[src/sv/hxmap_mem.sv]
// ----------------------------------------------------------------------------
// hxmap_mem
// Single write port, single read port RAM with registered read data.
// ----------------------------------------------------------------------------
module hxmap_mem #(
    parameter int AW    = 7,
    parameter int DW    = 48,
    parameter int DEPTH = 77
) (
    input  logic          i_clk,
    input  logic          i_we,
    input  logic [AW-1:0] i_waddr,
    input  logic [DW-1:0] i_wdata,
    input  logic [AW-1:0] i_raddr,
    output logic [DW-1:0] o_rdata
);

    logic [DW-1:0] r_mem [DEPTH];
    logic [DW-1:0] r_rdata;

    always_ff @(posedge i_clk) begin
        if (i_we) begin
            r_mem[i_waddr] <= i_wdata;
        end
    end

    always_ff @(posedge i_clk) begin
        r_rdata <= r_mem[i_raddr];
    end

    assign o_rdata = r_rdata;

endmodule

[config.mk]
export PLATFORM = sky130hd
export DESIGN_NAME = hxmap_mem
export DESIGN_NICKNAME = d
export VERILOG_FILES = /design/src/sv/hxmap_mem.sv
export SDC_FILE = /design/constraint.sdc
export NUM_CORES = 2
export LEC_CHECK = 0
export BUFFER_PORTS_ARGS = -buffer_cell sky130_fd_sc_hd__buf_4
export CORE_MARGIN = 2
export CORE_UTILIZATION = 25
export DETAILED_ROUTE_END_ITERATION = 7
export SYNTH_ARGS = -nofsm -noshare
export SYNTH_HDL_FRONTEND = slang
export SYNTH_SLANG_ARGS = --single-unit
[constraint.sdc]
create_clock -name i_clk -period 5.1 [get_ports i_clk]
set_input_delay 0.51 -clock i_clk [delete_from_list [all_inputs] [get_ports i_clk]]
set_output_delay 0.51 -clock i_clk [all_outputs]
set_load 0.03 [all_outputs]
==> reports/metrics.csv <==
stage;metric;value;unit
critical_path;crit path max fanout;41;
cells_and_area;nets@finish;6748;
synthesis;#FFs+latches synth;3744;
synthesis;Mapped Cells;6319;
synthesis;async set or reset register ratio after synthesis;0;%
floorplan;Top Ports;112;
timing;fmax;294;MHz
timing;Final setup viols;0;
cts;CTS resizes;0;
critical_path;CP cell instances;buf_4 -> nor2_2 -> buf_4 -> nand2_1 -> buf_4 -> o22ai_1 -> nor3_1 -> a32o_1;
synthesis;Synth Warn #;0;
cts;clock slew at reported path FFs;60;ps
cells_and_area;Layout area overhead;16.9;%
placed_design;IO Port Bufs;111;
critical_path;FF-to-FF path depth;6;
global_route;vias in the first global route;70800;
floorplan;die footprint;575000;um2
cts;CTS tree;built;
critical_path;delay of the slowest critical-path stage;1010;ps
routing;Routed Antenna Nets;0;
routing;Via density;4.86;
routing;# DRC;0;
critical_path;CP most frequent cell;buf_4;
power_and_ir_drop;Pwr Density;390;nW/um2
placed_design;Final GP Congestion;0.790;
power_and_ir_drop;total power;65.0;mW
cts;Hold-fix buffers, CTS;0;
min_path;Hold Path Class;primary input to flip-flop;
placed_design;worst slack, placed;677;ps
cts;clock root buffer;clkbuf_16;
synthesis;post-synth net total;6383;
synthesis;Seq/Total Area, Yosys;78.6;%
timing;Max Clock Skew;69.1;ps
critical_path;WP data arrival;4290;ps
timing;Fin Setup TNS;0;ps
cts;CTS Buffer Depth;4;
critical_path;CP bufs+invs;3;
timing;Hold Vio Cnt, Final;0;
critical_path;end of the critical path;o_rdata[2];
routing;First-pass DRT Iterations;6;
timing;Setup WS post-layout;1690;ps
global_route;largest net degree at the start of global routing;105;
global_route;first-pass GRT wire length;569000;um
routing;Initial DRC Count;9274;
global_route;total global-route track usage;13.9;%
critical_path;Reg-to-Reg End;o_rdata[23];
timing;Slew Limit Fails;0;
floorplan;# rows;277;
critical_path;Worst Setup Start Kind;primary input;
cells_and_area;final core occ;29.3;%
critical_path;R2R Path Start;r_mem[62][23];
synthesis;mean post-synth cell area;22.5;um2
synthesis;Yosys top cell area share;78.0;%
routing;final wirelength;415000;um
global_route;grt ovf;0;
critical_path;Setup crit start;i_raddr[4];
timing;fin crit share;66.8;%
critical_path;Crit path depth;8;
cells_and_area;Finished Cell Area;166000;um2
synthesis;ys flop type;edfxtp_1;
synthesis;top-count cell post-synth;edfxtp_1;
cts;TritonCTS Buffers;377;
run;number of max-cap violations;0;
placed_design;Detailed Place HPWL;233000;um
floorplan;core area;568000;um2
placed_design;placed cell areas;154000;um2
timing;RSZ-0062 raised after global routing;no;
global_route;initial antenna violation count;45;
floorplan;Starting Density;25.1;%
cts;clk sinks;3744;
synthesis;Yosys top cell by area;edfxtp_1;
critical_path;CP required;5980;ps
cts;H-Tree Depth;5;
synthesis;Yosys cell types;52;
floorplan;Die Wd;759;um
power_and_ir_drop;Leak;51.0;nW
run_status;status;finished, final reports clean;
critical_path;r2r setup slk;2360;ps
cts;postcts setup bufs;0;
critical_path;CP Class;primary input to flip-flop;
floorplan;Die Span Y;759;um
routing;via count;70800;
timing;Final min period;3410;ps
critical_path;nature of the critical path endpoint;flip-flop;
critical_path;slowest stage cell, crit path;nor3_1;
synthesis;Post-synth EDFFs;3696;
cts;Clock Latency Late Sink;960;ps
power_and_ir_drop;Max VDD drop;0.000313;V
timing;Slew HR;5.84;%
synthesis;Synth area leaders;edfxtp_1, mux4_2, mux2i_1, dfxtp_1, a22oi_1;
routing;Wirelength per Cell;28.5;um
cells_and_area;fraction of layout cells with a size suffix above 1;25.4;%
critical_path;Worst path top cell family by delay;simple AND/OR/NAND/NOR gates;
synthesis;list of most frequent post-synthesis cells;edfxtp_1, mux4_2, mux2i_1;
timing;Worst-Margin Slew;1410;ps
synthesis;synthesized area;142000;um2
[worst register-to-register path, cell delays in order, from the launching register on]
cell	delay [ps]
edfxtp_1	360
mux4_2	450
mux2i_1	460
mux2i_1	240
a21oi_1	190
nand3_1	390
a32o_1	470
[cell type report]
cell class | instances | area, um2
clock buffers | 469 | 9910
flip-flops and latches | 3744 | 112000
well taps | 7533 | 9430
repair buffers | 341 | 3670
diodes | 13 | 32.5
inverters | 1 | 3.75
fillers | 54400 | 402000
clock inverters | 224 | 2530
multi-input cells | 2219 | 28900
[through the flow]
stage,instances,hold slack (ps)
after floorplan,6319,565
after global placement,13800,602
after detailed placement,13800,599
after CTS,14500,54.2
after global routing,14500,97.5
final,14500,129
[per-layer routing]
| metal | GRT usage (%) | part of all wire (%) | vias to the layer above |
|---|---|---|---|
| li1 | - | - | 27700 |
| met1 | 18.6 | 40 | 38900 |
| met2 | 23.3 | 49 | 3515 |
| met3 | 2.31 | 8.1 | 614 |
| met4 | 3.95 | 2.9 | 20 |
| met5 | 0 | 0.034 | - |
[registers in the layout (all words and copies together), names as in the netlist]
name and flops:
o_rdata 48, r_mem 3696
[cells by family after synthesis]
| kind of cell | after synthesis | share of synthesized area, % |
|---|---|---|
| muxes | 1248 | 15.6 |
| and+or+nand+nor | 413 | 1.34 |
| DFF | 3744 | 78.6 |
| buffers and inverters | 356 | 1.51 |
| AOI/OAI and AO/OA | 558 | 2.86 |
[worst min path at each step]
stage | slack (ps) | startpoint | end | cells past startpoint
after global placement | 600 | r_mem[76][19] | o_rdata[19] | 4
after CTS | 50 | i_raddr[6] | o_rdata[11] | 3
after floorplan | 560 | r_mem[76][10] | o_rdata[10] | 4
after global routing | 100 | i_raddr[6] | o_rdata[11] | 3
after detailed placement | 600 | r_mem[76][47] | o_rdata[47] | 4
final | 130 | i_raddr[6] | o_rdata[11] | 3
[layout by cell type (no fill, tap or decap), drive strengths merged, types with 71 or more instances in the layout]
cell type	count
nand3	71
nor2	122
edfxtp	3696
buf	340
clkinv	159
nand2	103
a22oi	128
clkbuf	470
mux2i	446
mux4	778
a21oi	74
o22ai	80
[where the power goes]
group	switching [mW]	internal (mW)
clock	11.9	15.9
combinational	2.03	1.06
sequential	0.163	34.0
Note: power is estimated with default switching activity, not from simulation.
