$ cat src/sv/hxmap_pkg.sv
// ----------------------------------------------------------------------------
// hxmap_pkg
// Shared constants and types for the hex-grid map trainer: grid geometry,
// request kinds, sequencer states and the datapath control word.
// ----------------------------------------------------------------------------
package hxmap_pkg;

    localparam int GRID_ROWS  = 7;
    localparam int GRID_COLS  = 11;
    localparam int NODE_COUNT = GRID_ROWS * GRID_COLS;
    localparam int NODE_W     = 7;

    localparam int ROW_W = (GRID_ROWS > 1) ? $clog2(GRID_ROWS) : 1;
    localparam int COL_W = (GRID_COLS > 1) ? $clog2(GRID_COLS) : 1;

    // axial coordinate origin
    localparam int ROW_R_MIN = GRID_ROWS / 2 + 1 - GRID_ROWS;
    localparam int COL_Q_MIN = GRID_COLS / 2 + 1 - GRID_COLS;
    localparam int CRD_W     = 9;

    localparam int RATE_W = 9;
    localparam logic [RATE_W-1:0] RATE_RESET = 9'd230;
    localparam logic [RATE_W-1:0] RATE_ONE   = 9'd256;

    localparam int CH_W = 16;
    localparam int WV_W = 3 * CH_W;

    localparam logic [1:0] KIND_WRITE = 2'd0;
    localparam logic [1:0] KIND_TRAIN = 2'd1;
    localparam logic [1:0] KIND_READ  = 2'd2;

    typedef struct packed {
        logic [CH_W-1:0] red;
        logic [CH_W-1:0] green;
        logic [CH_W-1:0] blue;
    } t_wvec;

    typedef struct packed {
        logic              scan;
        logic              upd;
        logic [NODE_W-1:0] idx;
        logic [ROW_W-1:0]  row;
        logic [COL_W-1:0]  col;
    } t_alu_ctl;

    typedef struct packed {
        logic              en;
        logic [NODE_W-1:0] addr;
        t_wvec             data;
    } t_wr_req;

    typedef enum logic [3:0] {
        ST_IDLE,
        ST_WRITE,
        ST_READ,
        ST_RDATA,
        ST_SCAN,
        ST_SWAIT,
        ST_UPDATE,
        ST_UWAIT,
        ST_DONE
    } t_state;

endpackage

$ cat src/sv/hxmap_alu.sv
// ----------------------------------------------------------------------------
// hxmap_alu
// Per-node datapath shared by the scan and update passes. Stage 1 forms
// the sample-minus-weight differences and one multiply per channel (square
// while scanning, times rate while updating) plus the hex distance to the
// winner. Stage 2 either accumulates and compares the distance, or shifts,
// adds and clamps the new weight for write-back.
// ----------------------------------------------------------------------------
module hxmap_alu (
    input  logic                           i_clk,
    input  logic                           i_rst_n,
    input  hxmap_pkg::t_alu_ctl            i_ctl,
    input  hxmap_pkg::t_wvec               i_rdata,
    input  hxmap_pkg::t_wvec               i_sample,
    input  logic [hxmap_pkg::RATE_W-1:0]   i_rate,
    output hxmap_pkg::t_wr_req             o_wr,
    output logic [hxmap_pkg::NODE_W-1:0]   o_bmu
);
    import hxmap_pkg::*;

    localparam int DIFF_W = 18;
    localparam int MUL_W  = 2 * DIFF_W;
    localparam int SH_W   = 6;
    localparam int SH_MAX = MUL_W - 1;
    localparam int SUM_W  = 34;
    localparam int NW_W   = CH_W + 3;

    function automatic logic [CRD_W-1:0] hex_dist(
        input logic [COL_W-1:0] col_a,
        input logic [ROW_W-1:0] row_a,
        input logic [COL_W-1:0] col_b,
        input logic [ROW_W-1:0] row_b
    );
        logic signed [CRD_W-1:0] qa, qb, ra, rb, dq, dr, ds, aq, ar, as_, m;
        qa = $signed(CRD_W'(COL_Q_MIN)) + $signed({{(CRD_W-COL_W){1'b0}}, col_a});
        qb = $signed(CRD_W'(COL_Q_MIN)) + $signed({{(CRD_W-COL_W){1'b0}}, col_b});
        ra = $signed(CRD_W'(ROW_R_MIN)) - (qa >>> 1)
             + $signed({{(CRD_W-ROW_W){1'b0}}, row_a});
        rb = $signed(CRD_W'(ROW_R_MIN)) - (qb >>> 1)
             + $signed({{(CRD_W-ROW_W){1'b0}}, row_b});
        dq  = qa - qb;
        dr  = ra - rb;
        ds  = -dq - dr;
        aq  = (dq < 0) ? -dq : dq;
        ar  = (dr < 0) ? -dr : dr;
        as_ = (ds < 0) ? -ds : ds;
        m   = aq;
        if (ar > m) m = ar;
        if (as_ > m) m = as_;
        return m;
    endfunction

    t_alu_ctl r1_ctl, r2_ctl;

    // winner tracking
    logic [SUM_W-1:0]  r_best;
    logic [NODE_W-1:0] r_best_idx;
    logic [ROW_W-1:0]  r_best_row;
    logic [COL_W-1:0]  r_best_col;

    logic signed [DIFF_W-1:0] w_diff [3];
    logic signed [DIFF_W-1:0] w_opb  [3];
    logic signed [MUL_W-1:0]  w_prod [3];
    logic [CH_W-1:0]          w_w    [3];
    logic [CH_W-1:0]          w_s    [3];
    logic [CRD_W-1:0]         w_dist;

    logic signed [MUL_W-1:0]  r2_mul [3];
    logic [CH_W-1:0]          r2_w   [3];
    logic [SH_W-1:0]          r2_sh;

    logic [SUM_W-1:0]         w_sum;
    logic signed [MUL_W-1:0]  w_step [3];
    logic signed [NW_W-1:0]   w_nw   [3];
    logic [CH_W-1:0]          w_new  [3];

    assign w_w[0] = i_rdata.red;
    assign w_w[1] = i_rdata.green;
    assign w_w[2] = i_rdata.blue;
    assign w_s[0] = i_sample.red;
    assign w_s[1] = i_sample.green;
    assign w_s[2] = i_sample.blue;

    always_comb begin
        for (int c = 0; c < 3; c++) begin
            w_diff[c] = $signed({2'b00, w_s[c]}) - $signed({2'b00, w_w[c]});
            w_opb[c]  = r1_ctl.scan ? w_diff[c]
                                    : $signed({{(DIFF_W-RATE_W){1'b0}}, i_rate});
            w_prod[c] = w_diff[c] * w_opb[c];
        end
    end

    assign w_dist = hex_dist(r1_ctl.col, r1_ctl.row, r_best_col, r_best_row);

    always_ff @(posedge i_clk) begin
        if (!i_rst_n) begin
            r1_ctl <= '0;
            r2_ctl <= '0;
        end else begin
            r1_ctl <= i_ctl;
            r2_ctl <= r1_ctl;
        end
    end

    always_ff @(posedge i_clk) begin
        for (int c = 0; c < 3; c++) begin
            r2_mul[c] <= w_prod[c];
            r2_w[c]   <= w_w[c];
        end
        if (w_dist > CRD_W'(SH_MAX - 8)) begin
            r2_sh <= SH_W'(SH_MAX);
        end else begin
            r2_sh <= SH_W'(w_dist) + SH_W'(8);
        end
    end

    // stage 2: distance accumulate and compare, lowest index wins ties
    assign w_sum = {2'b00, r2_mul[0][31:0]} + {2'b00, r2_mul[1][31:0]}
                 + {2'b00, r2_mul[2][31:0]};

    always_ff @(posedge i_clk) begin
        if (r2_ctl.scan && (r2_ctl.idx == '0 || w_sum < r_best)) begin
            r_best     <= w_sum;
            r_best_idx <= r2_ctl.idx;
            r_best_row <= r2_ctl.row;
            r_best_col <= r2_ctl.col;
        end
    end

    // stage 2: floored step, clamped to the weight range
    always_comb begin
        for (int c = 0; c < 3; c++) begin
            w_step[c] = r2_mul[c] >>> r2_sh;
            w_nw[c]   = $signed({3'b000, r2_w[c]}) + $signed(w_step[c][NW_W-1:0]);
            if (w_nw[c] < 0) begin
                w_new[c] = '0;
            end else if (w_nw[c] > $signed(NW_W'(65535))) begin
                w_new[c] = '1;
            end else begin
                w_new[c] = w_nw[c][CH_W-1:0];
            end
        end
    end

    assign o_wr.en         = r2_ctl.upd;
    assign o_wr.addr       = r2_ctl.idx;
    assign o_wr.data.red   = w_new[0];
    assign o_wr.data.green = w_new[1];
    assign o_wr.data.blue  = w_new[2];
    assign o_bmu           = r_best_idx;

endmodule

$ cat config.mk
export PLATFORM = sky130hd
export DESIGN_NAME = hxmap_alu
export DESIGN_NICKNAME = d
export VERILOG_FILES = /design/src/sv/hxmap_pkg.sv /design/src/sv/hxmap_alu.sv
export SDC_FILE = /design/constraint.sdc
export NUM_CORES = 2
export LEC_CHECK = 0
export BUFFER_PORTS_ARGS = -buffer_cell sky130_fd_sc_hd__buf_2
export CAP_MARGIN = 20
export CELL_PAD_IN_SITES_DETAIL_PLACEMENT = 0
export CELL_PAD_IN_SITES_GLOBAL_PLACEMENT = 1
export CORE_MARGIN = 8
export CORE_UTILIZATION = 55
export DETAILED_ROUTE_END_ITERATION = 12
export GPL_ROUTABILITY_DRIVEN = 0
export PLACE_DENSITY = 0.87
export SYNTH_ARGS = -nofsm -noshare
export SYNTH_HDL_FRONTEND = slang
export SYNTH_SLANG_ARGS = --single-unit
$ cat constraint.sdc
create_clock -name i_clk -period 15.9 [get_ports i_clk]
set_input_delay 0.795 -clock i_clk [delete_from_list [all_inputs] [get_ports i_clk]]
set_output_delay 0.795 -clock i_clk [all_outputs]
set_load 0.01 [all_outputs]
==> results.cfg <==
[run_status]
status = completed

[critical_path]
cp_data_arrival_time_ns = 9.98
cpPeakStageDelay_ns = 0.58
path_class = input port to register
cpMostUsedCell = fa_1
endpoint_kind = register
cp_max_fo = 10
crit_path_start_kind = input port
crit_slowest_cell = fa_1
worst_ep_required_time_ns = 16.44

[route]
drc = 0
wl_per_cell_um = 21.50
wl_um = 157900
vias = 42156
via_per_inst = 5.737
ant_nets = 0
drt_iter0_drc = 3461
drt_first_pass_iters = 7

[min_path]
hold_path.class = input port to register

[die]
start_util_pct = 55.11
core-area_mm2 = 0.09614
dieArea_mm2 = 0.1065
rows = 114
die_h_um = 326.4
die_x_um = 326.4
pin_count = 186

[clocking]
clk_pin_slew_ns = 0.07
post_cts_buffers = 0
clkLatencyLatePin_ns = 0.64
clk_path_buf_depth = 3
postCtsHoldBufs = 0
cts-buffers-inserted = 31
cts_num_sinks = 239
cts-root-buf = clkbuf_16
htreeDepth = 1
cts_tree = yes
postCtsResizedCells = 0

[run]
cap_violations = 0

[yosys]
synth_top_area_share_pct = 36.01
synth_nets = 7481
synth_most_common_cell = inv_1
synth_cell_types = 90
synth-main-ff-cell = dfxtp_1
synth_area_mm2 = 0.05298
synth-seq-cells = 239
syn_area_per_cell_um2 = 8.926
synthTopCellsByArea = fa_1 (36%), ha_1 (11%), inv_1 (7.7%)
yosys.area.top_type = fa_1
syn_inst = 5936
synthArstFlopShare_pct = 0
yosys-top-cells-count = inv_1 (1090), fa_1 (953), nand2_1 (715), nor2_1 (481), ha_1 (469)
synth_edf_count = 48
ys_warn_count = 0
synth_seq_area_share_pct = 9.937

[final_layout]
final_util_pct = 58.81
post_route_cells_drive_above_1_share_pct = 8.076
syn2layout_area_growth_pct = 6.704
nets = 7587
nFillCells = 8627

[sta]
final.setup.tns_ns = 0
period_minus_slack_ns = 9.441
finClkSkew_ns = 0.02398
hold_violations = 0
drv_slew = 0
worst_pin_slew_ns = 1.205
relSlewSlack_pct = 19.66
rsz0062_at_grt = no
setup_viol = 0
max_freq_ghz = 0.1059
fin_crit_sh_pct = 59.38

[grt]
grt_pass1_wl_um = 247100
grt-ovfl-total = 0
grt_max_degree = 77
grt_pass1_vias = 43486
antenna_found_initial = 5
track_usage_pct = 29.33

[placement]
portBuffers = 185
hpwl_um = 131700
-- layer usage --
| metal | part of all wire, % | GRT usage (%) |
|---|---|---|
| met1 | 40 | 38.58 |
| met2 | 46 | 47.03 |
| met3 | 9.5 | 7.140 |
| met4 | 4.4 | 10.95 |
| met5 | 0.0082 | 0 |
-- metrics by stage --
stage,hold WS [ns],area [um2],setup slack [ns],std cells
finish,0.2760,56530,6.459,7348
global route,0.2472,56520,5.909,7343
CTS,0.2339,56480,6.422,7338
detailed placement,0.3887,55290,5.767,7280
global placement,0.3866,55290,6.028,7280
floorplan,0.3855,52980,7.019,5936
-- logic make-up after synthesis --
kind of cell / count (synthesis) / share of synthesized area, %
AOI/OAI and AO/OA: 887 / 10.61
xor gates and xnor gates: 265 / 4.437
DFF: 239 / 9.937
other: 1 / 0.007078
buffers and inverters: 1313 / 9.578
and+or+nand+nor: 1626 / 13.46
muxes: 183 / 4.891
adders and majority gates: 1422 / 47.08
-- area by class of cell --
type	count	area (um2)	share of cell area (%)
diodes	5	12.51	0.02213
clock buffers	37	893.4	1.580
clock inverters	21	304.0	0.5378
inverters	1111	4170	7.377
multi-input cells	4384	42680	75.49
flip-flops and latches	239	5280	9.340
well taps	1276	1597	2.824
repair buffers	275	1602	2.833
-- layout by cell type, fill, tap and decap left out, types with 20 or more instances in the layout --
master,synthesis,final
fa_1,953,953
buf_4,19,90
mux2_2,31,31
o21ai_1,61,61
nor3_1,34,34
nand3_1,31,31
a21o_1,97,97
dfxtp_1,191,185
buf_2,24,185
mux2i_1,89,89
and2_1,112,112
inv_2,20,20
edfxtp_1,48,48
o21a_1,47,47
ha_1,469,469
mux4_2,57,57
clkbuf_16,0,35
nor2_1,481,481
o21ai_0,143,142
a31oi_1,20,20
and3_1,49,49
nor2b_1,66,66
nand2_1,715,715
a211oi_1,50,50
a21oi_1,294,294
inv_1,1090,1090
nand2b_1,51,51
xnor2_1,175,173
xor2_1,86,85
-- flip-flops by register name, summed over array words and instances (netlist names), 6 cells and up --
| signal | flops |
|---|---|
| o_bmu | 7 |
| o_wr | 8 |
| r1_ctl | 16 |
| r2_ctl | 8 |
| r2_mul | 105 |
| r2_sh | 6 |
| r2_w | 48 |
| r_best | 34 |
-- worst max-delay path: cells and delay by family --
kind                     cells  cell delay [ns]
AND/OR/NAND/NOR              3             0.74
buffers and inverters        9             0.77
AO/OA/AOI/OAI               16             3.33
XOR/XNOR                     1             0.40
adder cells (fa/ha/maj)      9             3.91
-- worst paths after layout --
kind | startpoint | depth (start not counted) | to | slack [ns]
setup / recovery | i_sample[16] | 38 | r2_mul[0][71]$_DFF_P_ | 6.46
setup reg to reg | r1_ctl[15]$_SDFF_PN0_ | 28 | r2_mul[0][71]$_DFF_P_ | 6.89
hold reg to reg | r2_ctl[5]$_SDFF_PN0_ | 0 | r_best_row[1]$_DFFE_PP_ | 0.40
hold / removal | i_rdata[39] | 1 | r2_w[0][7]$_DFF_P_ | 0.28
Power is not shown: default switching activity piles up to over one toggle a cycle in this logic, so the estimate is an artifact.
